$ cat config.mk
export PLATFORM = sky130hd
export DESIGN_NAME = iorm_cell
export DESIGN_NICKNAME = d
export VERILOG_FILES = /design/src/hdl/io_region_map_decoder_core_defines.svh /design/src/hdl/iorm_pkg.sv /design/src/hdl/iorm_cell.sv
export SDC_FILE = /design/constraint.sdc
export NUM_CORES = 1
export LEC_CHECK = 0
export BUFFER_PORTS_ARGS = -buffer_cell sky130_fd_sc_hd__buf_2
export CAP_MARGIN = 0
export CORE_AREA = 3 3 267 269
export CTS_BUF_LIST = sky130_fd_sc_hd__clkbuf_4
export CTS_CLUSTER_DIAMETER = 50
export DETAILED_ROUTE_END_ITERATION = 7
export DIE_AREA = 0 0 270 272
export HOLD_SLACK_MARGIN = 0.15
export SETUP_SLACK_MARGIN = 0.4
export SYNTH_ARGS = -nofsm -noshare
export SYNTH_HDL_FRONTEND = slang
export SYNTH_SLANG_ARGS = --single-unit
$ cat constraint.sdc
create_clock -name clock -period 24.3 [get_ports clock]
set_clock_uncertainty 0.2 [all_clocks]
set_input_delay 6.075 -clock clock [delete_from_list [all_inputs] [get_ports clock]]
set_output_delay 6.075 -clock clock [all_outputs]
set_load 0.01 [all_outputs]
$ cat src/hdl/io_region_map_decoder_core_defines.svh
// assertion macros of the region decoder core
`ifndef IO_REGION_MAP_DECODER_CORE_DEFINES_SVH
`define IO_REGION_MAP_DECODER_CORE_DEFINES_SVH

`ifndef ASSERT_OFF
`define IORM_ASSERT(lbl, clk, rst, prop) \
   lbl: assert property (@(posedge clk) disable iff (rst) prop) \
      else $error("region decoder check failed");
`define IORM_ASSERT_NEVER(lbl, clk, rst, cond) \
   lbl: assert property (@(posedge clk) disable iff (rst) !(cond)) \
      else $error("region decoder forbidden condition seen");
`else
`define IORM_ASSERT(lbl, clk, rst, prop)
`define IORM_ASSERT_NEVER(lbl, clk, rst, cond)
`endif

`endif

$ cat src/hdl/iorm_pkg.sv
// types and codes of the io region map decoder
package iorm_pkg;

   localparam int NUM_SLOTS_DEFAULT = 16;
   // slot numbers travel at the width of the largest table
   localparam int SLOT_IDX_W = 8;

   localparam logic [1:0] ACT_ADD   = 2'd0;
   localparam logic [1:0] ACT_READ  = 2'd1;
   localparam logic [1:0] ACT_WRITE = 2'd2;
   localparam logic [1:0] ACT_CLEAR = 2'd3;

   localparam logic [1:0] ST_OK      = 2'd0;
   localparam logic [1:0] ST_FULL    = 2'd1;
   localparam logic [1:0] ST_OVERLAP = 2'd2;
   localparam logic [1:0] ST_NODEV   = 2'd3;

   typedef struct packed {
      logic [1:0]  action;
      logic [63:0] address;
      logic [31:0] length;
      logic [63:0] write_data;
   } req_type;

   typedef struct packed {
      logic [1:0]  status;
      logic [3:0]  slot_index;
      logic [63:0] offset;
      logic        is_write;
      logic [63:0] forward_data;
   } rsp_type;

   // request walking along the row of slot cells, with its running results
   typedef struct packed {
      logic                  valid;
      logic [1:0]            action;
      logic [63:0]           address;
      logic [63:0]           end_addr;
      logic [63:0]           write_data;
      logic                  free_found;
      logic [SLOT_IDX_W-1:0] free_idx;
      logic                  overlap;
      logic                  hit;
      logic [SLOT_IDX_W-1:0] hit_idx;
      logic [63:0]           hit_base;
   } token_type;

   // slot table update broadcast to all cells
   typedef struct packed {
      logic                  add_en;
      logic                  clear;
      logic [SLOT_IDX_W-1:0] idx;
      logic [63:0]           base;
      logic [63:0]           end_addr;
   } upd_type;

endpackage

$ cat src/hdl/iorm_cell.sv
// one slot of the region table, checks the passing request against its region
module iorm_cell #(
   parameter int CELL_INDEX = 0
) (
   input  logic                clock,
   input  logic                reset,
   input  logic                hold,
   input  iorm_pkg::upd_type   upd,
   input  iorm_pkg::token_type tok_prev,
   output iorm_pkg::token_type tok_out
);
   import iorm_pkg::*;

   localparam logic [SLOT_IDX_W-1:0] MY_IDX = SLOT_IDX_W'(CELL_INDEX);

   logic        valid_ff;
   logic [63:0] base_ff;
   logic [63:0] end_ff;
   token_type   tok_ff;
   token_type   tok_in;
   logic        write_me;

   assign write_me = upd.add_en && (upd.idx == MY_IDX);

   always_comb begin
      tok_in = tok_prev;
      // lowest free slot
      if (!valid_ff && !tok_prev.free_found) begin
         tok_in.free_found = 1'b1;
         tok_in.free_idx   = MY_IDX;
      end
      // half-open intersection with the new region
      if (valid_ff && (tok_prev.end_addr > base_ff) && (tok_prev.address < end_ff)) begin
         tok_in.overlap = 1'b1;
      end
      // lowest slot holding the whole access
      if (valid_ff && !tok_prev.hit && (tok_prev.address >= base_ff) &&
          (tok_prev.end_addr <= end_ff)) begin
         tok_in.hit      = 1'b1;
         tok_in.hit_idx  = MY_IDX;
         tok_in.hit_base = base_ff;
      end
   end

   always_ff @(posedge clock) begin
      if (reset) begin
         tok_ff.valid <= 1'b0;
      end else if (!hold) begin
         tok_ff <= tok_in;
      end
   end

   always_ff @(posedge clock) begin
      if (reset) begin
         valid_ff <= 1'b0;
      end else if (upd.clear) begin
         valid_ff <= 1'b0;
      end else if (write_me) begin
         valid_ff <= 1'b1;
      end
   end

   always_ff @(posedge clock) begin
      if (write_me) begin
         base_ff <= upd.base;
         end_ff  <= upd.end_addr;
      end
   end

   assign tok_out = tok_ff;

endmodule
==> results of run 1 <==
metrics by stage:
step	total power, mW	setup WS (ns)	cells	area (um^2)	util, %
after floorplan	0.907	4.60	1284	19400	-
after global placement	0.996	13.51	2913	24000	34.9
after detailed placement	1.00	13.36	2913	24000	34.9
after CTS	1.62	14.31	3105	25400	36.9
after global routing	1.67	14.16	3122	25500	37.0
final	1.59	14.36	3127	25500	37.0
power groups by stage:
stage | Clock, mW | Sequential, mW | Combinational (mW)
after CTS | 0.634 | 0.818 | 0.168
final | 0.608 | 0.817 | 0.166
after detailed placement | 0 | 0.832 | 0.168
after global placement | 0 | 0.832 | 0.163
after global routing | 0.672 | 0.820 | 0.182
after floorplan | 0 | 0.858 | 0.0485
cell usage in the layout, fill, tap and decap left out, types with 4 or more instances in the layout:
master	count
o31ai_1	4
ha_1	255
o211ai_1	7
o21ai_0	42
buf_4	9
edfxtp_1	405
nor2_1	34
and4_1	5
a211oi_1	12
nand2_1	51
clkinv_1	16
a21oi_1	81
clkinv_2	9
diode_2	22
nand3_1	9
a21o_1	36
a2111oi_0	4
a221oi_1	4
nand4_1	44
inv_1	135
nor4_1	5
nor2b_1	21
buf_2	696
clkbuf_4	160
nor3_1	10
mux2_4	61
flip-flops by register name, indices dropped and copies added (netlist names):
register	count
base_ff	64
end_ff	64
tok_out	278
valid_ff	1
critical path, cell delays in order:
cell and delay [ns]:
buf_2 0.14, ha_1 0.33, nand4_2 0.17, nor4_2 0.41, nand4b_1 0.33, or4_4 0.53, nor3_2 0.19, a211oi_1 0.12
nor4b_4 0.23, buf_4 0.59, buf_4 0.70, mux2_4 0.35
layout make-up:
type                       instances  area share [%]
inverter                         135            1.99
antenna                           22           0.216
sequential                       407            47.9
multi-input combinational        734            25.8
clock inverter                    32           0.771
timing repair buffer             706            14.0
clock buffer                     160            4.72
tap                              931            4.57
cells by family (layout without fill, tap and decap cells):
kind of cell | count (synthesis) | count (layout) | synth area share, %
flops | 407 | 407 | 62.9
mux | 65 | 65 | 4.95
buf+inv | 143 | 1033 | 3.35
simple gates | 200 | 200 | 5.52
fa+ha+maj | 255 | 255 | 16.4
compound gates | 214 | 214 | 6.83
other cells | 0 | 22 | 0
routing by layer:
| layer | routed length, um | vias up | global-route usage (%) | share of wire, % |
|---|---|---|---|---|
| met5 | 76 | - | 0 | 0.11 |
| met4 | 1430 | 12 | 5.67 | 2.2 |
| met3 | 4880 | 116 | 5.81 | 7.3 |
| met2 | 34400 | 564 | 31.3 | 52 |
| met1 | 25800 | 6792 | 19.5 | 39 |
| li1 | - | 6660 | - | - |
worst max path at each step:
stage | end | slack (ns) | cells past startpoint
after floorplan | base_ff[0]$_DFFE_PP_ | 4.60 | 1
after global placement | tok_out[0]$_DFFE_PP_ | 13.51 | 12
after detailed placement | tok_out[1]$_DFFE_PP_ | 13.36 | 12
after CTS | tok_out[0]$_DFFE_PP_ | 14.31 | 12
after global routing | tok_out[0]$_DFFE_PP_ | 14.16 | 12
final | tok_out[16]$_DFFE_PP_ | 14.36 | 12
==> impl_metrics.env, run 1 <==
export IMPL_status="finished, final reports clean"
export IMPL_die_h_um=272
export IMPL_ctsHtreeMaxLevel=3
export IMPL_max_freq_ghz=0.101
export IMPL_slew_viol_final=0
export IMPL_synth_cells=1284
export IMPL_ys_flop_type="edfxtp_1"
export IMPL_crit_type="in2reg"
export IMPL_synth_top_area_share_pct=62.7
export IMPL_syn2layout_area_growth_pct=31.3
export IMPL_hold_path_depth=1
export IMPL_hold_slack_ns=0.330
export IMPL_wl_um=66500
export IMPL_finalSetupViolations=0
export IMPL_async_flop_share_pct=0
export IMPL_nNetsFinal=2769
export IMPL_avgViaCountPerCell=4.52
export IMPL_wl_per_cell_um=21.3
export IMPL_port_buffer_count=696
export IMPL_worst_ep_arrival_time_ns=10.31
export IMPL_clk_latency_ns=0.91
export IMPL_grt_pass1_wl_um=95500
export IMPL_cts_sinks=407
export IMPL_min_path_type="reg2reg"
export IMPL_p_seq_share_pct=51.4
export IMPL_syn_area_per_cell_um2=15.1
export IMPL_finalSetupTns_ns=0
export IMPL_ys_seq_area_share_pct=62.9
export IMPL_setup_worst_path_start="tok_prev[270]"
export IMPL_holdBufCountCts=0
export IMPL_drive_above_1_share_pct=44.0
export IMPL_drt_iter0_markers=569
export IMPL_cts_buffers=111
export IMPL_p_int_mw=1.20
export IMPL_root_buffer="clkbuf_4"
export IMPL_rsz0062_at_grt="false"
export IMPL_relSlewSlack_pct=34.2
export IMPL_syn_area_mm2=0.0194
export IMPL_cts_resized_gates=0
export IMPL_power_density_mw_per_mm2=62.5
export IMPL_fin_crit_ns=9.94
export IMPL_gp_congestion=0.849
export IMPL_clock_path_buffers=3
export IMPL_reg2reg_from="base_ff[55]$_DFFE_PP_"
export IMPL_yosysMostFrequentCell="edfxtp_1"
export IMPL_rr_endpoint="tok_out[16]$_DFFE_PP_"
export IMPL_overflow=0
export IMPL_yosys_top_cells_count="edfxtp_1, ha_1, inv_1, a21oi_1, mux2_4"
export IMPL_hold_viol=0
export IMPL_hold_end="tok_out[17]$_DFFE_PP_"
export IMPL_start_util_pct=28.2
export IMPL_vias=14100
export IMPL_crit_path_end_kind="register"
export IMPL_antenna_left=0
export IMPL_die_area_mm2=0.0734
export IMPL_combPwrFrac_pct=10.4
export IMPL_drt_first_pass_iters=5
export IMPL_seqCellArea_mm2=0.0122
export IMPL_design_core_area_mm2=0.0688
export IMPL_hpwl_um=54200
export IMPL_cts_setup_buffers=0
export IMPL_synth_edf_count=405
export IMPL_worstMarginPinSlew_ns=0.987
export IMPL_drc_errors=0
export IMPL_antenna_found_initial=27
export IMPL_ios=697
export IMPL_rows=96
export IMPL_p_sw_share_pct=24.9
export IMPL_reg2reg_slack_ns=19.27
export IMPL_multiInputGateArea_mm2=0.00657
export IMPL_yosys_area_top_type="edfxtp_1"
export IMPL_ir_worst_vdd_v=0.0000396
export IMPL_grt_pass1_vias=15500
export IMPL_grt_start_max_net_pins=130
export IMPL_grtUsageTotal_pct=17.4
export IMPL_startpoint_type="primary input"
export IMPL_yosys_warnings=0
export IMPL_cp_required_ns=24.67
export IMPL_synth_distinct_cells=51
export IMPL_synth_area_top_cells="edfxtp_1, ha_1, mux2_4, inv_1, a21oi_1"
export IMPL_leakage_nw=11.3
export IMPL_num_fill_cells=6742
export IMPL_die_w_um=270
export IMPL_cts_tree="done"
export IMPL_fin_crit_sh_pct=40.9
export IMPL_clockPowerShare_pct=38.2
export IMPL_p_sw_mw=0.396
export IMPL_crit_path_max_fanout=38
export IMPL_worstRegToRegCells=12
export IMPL_cap_violations=0
export IMPL_synth_nets=1958
export IMPL_hp_start="base_ff[17]$_DFFE_PP_"
export IMPL_ys_ff_latch=407
export IMPL_clk_pin_slew_ns=0.07
Power figures use the tool's default switching activity.
==> run 2, diff against run 1 <==
--- a/config.mk
+++ b/config.mk
@@ -5,13 +5,14 @@
 export SDC_FILE = /design/constraint.sdc
 export NUM_CORES = 1
 export LEC_CHECK = 0
+export ABC_AREA = 1
 export BUFFER_PORTS_ARGS = -buffer_cell sky130_fd_sc_hd__buf_2
 export CAP_MARGIN = 0
-export CORE_AREA = 3 3 267 269
+export CORE_AREA = 3 3 270 272
 export CTS_BUF_LIST = sky130_fd_sc_hd__clkbuf_4
 export CTS_CLUSTER_DIAMETER = 50
 export DETAILED_ROUTE_END_ITERATION = 7
-export DIE_AREA = 0 0 270 272
+export DIE_AREA = 0 0 273 275
 export HOLD_SLACK_MARGIN = 0.15
 export SETUP_SLACK_MARGIN = 0.4
 export SYNTH_ARGS = -nofsm -noshare
==> constraint.sdc (replaced) <==
create_clock -name clock -period 8.02 [get_ports clock]
set_clock_uncertainty 0.2 [all_clocks]
set_input_delay 2.005 -clock clock [delete_from_list [all_inputs] [get_ports clock]]
set_output_delay 2.005 -clock clock [all_outputs]
set_load 0.01 [all_outputs]
==> run 2 against run 1 <==
Net effect: global-route usage down 0.55 points; first-iteration DRC count up 37%; design area up 0.24%; clock-buffer cell count down 3; clock power rose to 2.9 times the previous value; sequential power rose to 3.0 times the previous value; via count up 5.4%; largest cell class unchanged; largest power group unchanged.
==> impl_metrics.env, run 2 <==
export IMPL_cp_required_ns=8.32
export IMPL_design_core_area_mm2=0.0710
export IMPL_drc_errors=0
export IMPL_synthSimpleGateAreaFrac_pct=11.4
export IMPL_synth_top_area_share_pct=62.5
export IMPL_synth_nets=2270
export IMPL_crit_path_end_kind="register"
export IMPL_synth_area_top_cells="edfxtp_1, ha_1, nand2_1, inv_1, a21oi_1"
export IMPL_synth_cells=1596
export IMPL_synth_xor_area_share_pct=0
export IMPL_clock_path_buffers=3
export IMPL_max_freq_ghz=0.225
export IMPL_setup_worst_path_start="tok_prev[274]"
export IMPL_syn_area_mm2=0.0195
export IMPL_overflow=0
export IMPL_hold_slack_ns=0.315
export IMPL_drive_above_1_share_pct=35.8
export IMPL_final_common_cell="buf_2"
export IMPL_critical_path_top_cell_by_count="nor2_1"
export IMPL_stdcell_count=3434
export IMPL_nNetsFinal=3062
export IMPL_grt_pass1_vias=14900
export IMPL_async_flop_share_pct=0
export IMPL_synth_compound_area_share_pct=5.34
export IMPL_leakage_nw=11.9
export IMPL_clk_pin_slew_ns=0.07
export IMPL_cts_sinks=407
export IMPL_root_buffer="clkbuf_4"
export IMPL_clk_latency_ns=0.86
export IMPL_largest_reg_flops=278
export IMPL_hpwl_um=52700
export IMPL_critPathBufInv=2
export IMPL_fin_crit_ns=4.44
export IMPL_crit_type="in2reg"
export IMPL_status="finished, final reports clean"
export IMPL_syn2layout_area_growth_pct=31.2
export IMPL_worstPathCellList="buf_2, ha_1, nand4_1, nor2_1, nand3_1, nor2_1, nand2_1, nand2_1, nor2_1, a21oi_4, buf_4, a21boi_0"
export IMPL_die_w_um=273
export IMPL_ys_flop_type="edfxtp_1"
export IMPL_synth_distinct_cells=28
export IMPL_slowest_stage="buf_4"
export IMPL_placed_area_mm2=0.0242
export IMPL_antenna_found_initial=25
export IMPL_vias=14900
export IMPL_dp_cells=3228
export IMPL_drt_iter0_markers=777
export IMPL_rows=98
export IMPL_min_path_type="reg2reg"
export IMPL_cts_buffers=108
export IMPL_hold_viol=0
export IMPL_port_buffer_count=696
export IMPL_synthMuxAreaShare_pct=0.0515
export IMPL_rsz0062_at_grt="false"
export IMPL_syn_area_per_cell_um2=12.2
export IMPL_grt_pass1_wl_um=92800
export IMPL_gp_congestion=0.848
export IMPL_yosys_top_cells_count="edfxtp_1, nand2_1, ha_1, inv_1, a21oi_1"
export IMPL_cts_setup_buffers=0
export IMPL_startpoint_type="primary input"
export IMPL_cts_tree="done"
export IMPL_yosys_area_top_type="edfxtp_1"
export IMPL_wl_um=66000
export IMPL_worst_ep_arrival_time_ns=4.73
export IMPL_worstMarginPinSlew_ns=1.00
export IMPL_finalSetupTns_ns=0
export IMPL_crit_path_max_fanout=72
export IMPL_fin_crit_sh_pct=55.3
export IMPL_ir_worst_vdd_v=0.0000957
export IMPL_yosysMostFrequentCell="edfxtp_1"
export IMPL_ys_ff_latch=407
export IMPL_ctsHtreeMaxLevel=3
export IMPL_antenna_left=0
export IMPL_cap_violations=0
export IMPL_start_util_pct=27.4
export IMPL_cts_resized_gates=0
export IMPL_slew_viol_final=0
export IMPL_holdBufCountCts=0
export IMPL_final_cell_mix="buf_2, edfxtp_1, nand2_1"
export IMPL_synthAdderAreaFrac_pct=16.4
export IMPL_reg2reg_from="base_ff[63]$_DFFE_PP_"
export IMPL_yosys_warnings=0
export IMPL_fin_area_mm2=0.0255
export IMPL_avgViaCountPerCell=4.34
export IMPL_drt_first_pass_iters=5
export IMPL_ios=697
export IMPL_die_h_um=275
export IMPL_grt_start_max_net_pins=130
export IMPL_finalSetupViolations=0
export IMPL_ys_seq_area_share_pct=62.7
export IMPL_num_fill_cells=7158
export IMPL_power_density_mw_per_mm2=187
export IMPL_wl_per_cell_um=19.2
export IMPL_relSlewSlack_pct=33.1
export IMPL_synth_edf_count=405
export IMPL_hp_start="tok_out[277]$_SDFFE_PP0N_"
export IMPL_die_area_mm2=0.0751
export IMPL_crit_family="simple AND/OR/NAND/NOR gates"
export IMPL_grtUsageTotal_pct=16.9
export IMPL_critPathMaxStageDelay_ns=0.76
export IMPL_synth_top_family_by_area="adder cells"
-- run 2: changes by cell type in the layout (fill, tap and decap cells not counted), moves of 10 or more --
cell and change:
nor2_1 +43, nand3_1 +72, a211oi_1 -10, nand4_1 -18, mux2_4 -61, a21o_1 -32
nor2b_1 -21, a21oi_1 +42, inv_1 +49, nand2_1 +278
-- run 2: cell families (layout without fill, tap and decap cells) --
group / after synthesis / after routing
buffers and inverters: 205 / 1078
multiplexers: 1 / 1
AND/OR/NAND/NOR: 536 / 536
adder cells (fa/ha/maj): 255 / 255
AO/OA/AOI/OAI: 192 / 192
flip-flops: 407 / 407
other: 0 / 15
-- run 2: per-stage QoR --
step                setup WS, ns  util [%]  power [mW]
global placement            2.67      34.0        3.02
global route                3.39      35.9        5.02
detailed placement          2.59      34.0        3.03
CTS                         3.56      35.9        4.87
floorplan                  0.873         -        2.73
finish                      3.58      36.0        4.77
-- run 2: power breakdown --
part	internal, mW	total (mW)	switching [mW]
clock	0.900	1.79	0.893
sequential	2.45	2.47	0.0247
combinational	0.203	0.497	0.294
-- run 2: worst reg2reg max path, delay by kind of cell, from the launching register on --
kind | cells | cell delay (ns)
AO/OA/AOI/OAI | 2 | 0.47
adder cells (fa/ha/maj) | 1 | 0.34
buffers and inverters | 2 | 0.87
flip-flops | 1 | 0.36
AND/OR/NAND/NOR | 7 | 1.03
-- run 2: final timing paths --
kind | to | slack, ns | cells past startpoint
max | tok_out[66]$_SDFFCE_PP0P_ | 3.58 | 12
min | tok_out[277]$_SDFFE_PP0N_ | 0.31 | 2
max reg2reg | tok_out[66]$_SDFFCE_PP0P_ | 4.42 | 12
min reg2reg | tok_out[277]$_SDFFE_PP0N_ | 0.31 | 2
-- run 2: layout make-up --
| class | instances | area [um^2] | area share, % |
|---|---|---|---|
| sequential | 407 | 12200 | 47.8 |
| tap | 950 | 1190 | 4.66 |
| antenna | 15 | 37.5 | 0.147 |
| inverter | 184 | 691 | 2.71 |
| clock buffer | 157 | 1180 | 4.62 |
| clock inverter | 34 | 158 | 0.618 |
| timing repair buffer | 703 | 3570 | 14.0 |
| multi-input combinational | 984 | 6500 | 25.5 |
-- run 2: routing by layer --
layer,GRT usage [%],part of all wire (%),wire [um],up-vias
met4,5.86,3.0,2010,16
met3,6.58,9.2,6070,139
met5,0,0.15,102,-
met1,18.9,38,25300,6829
met2,29.3,49,32600,588
li1,-,-,-,7340
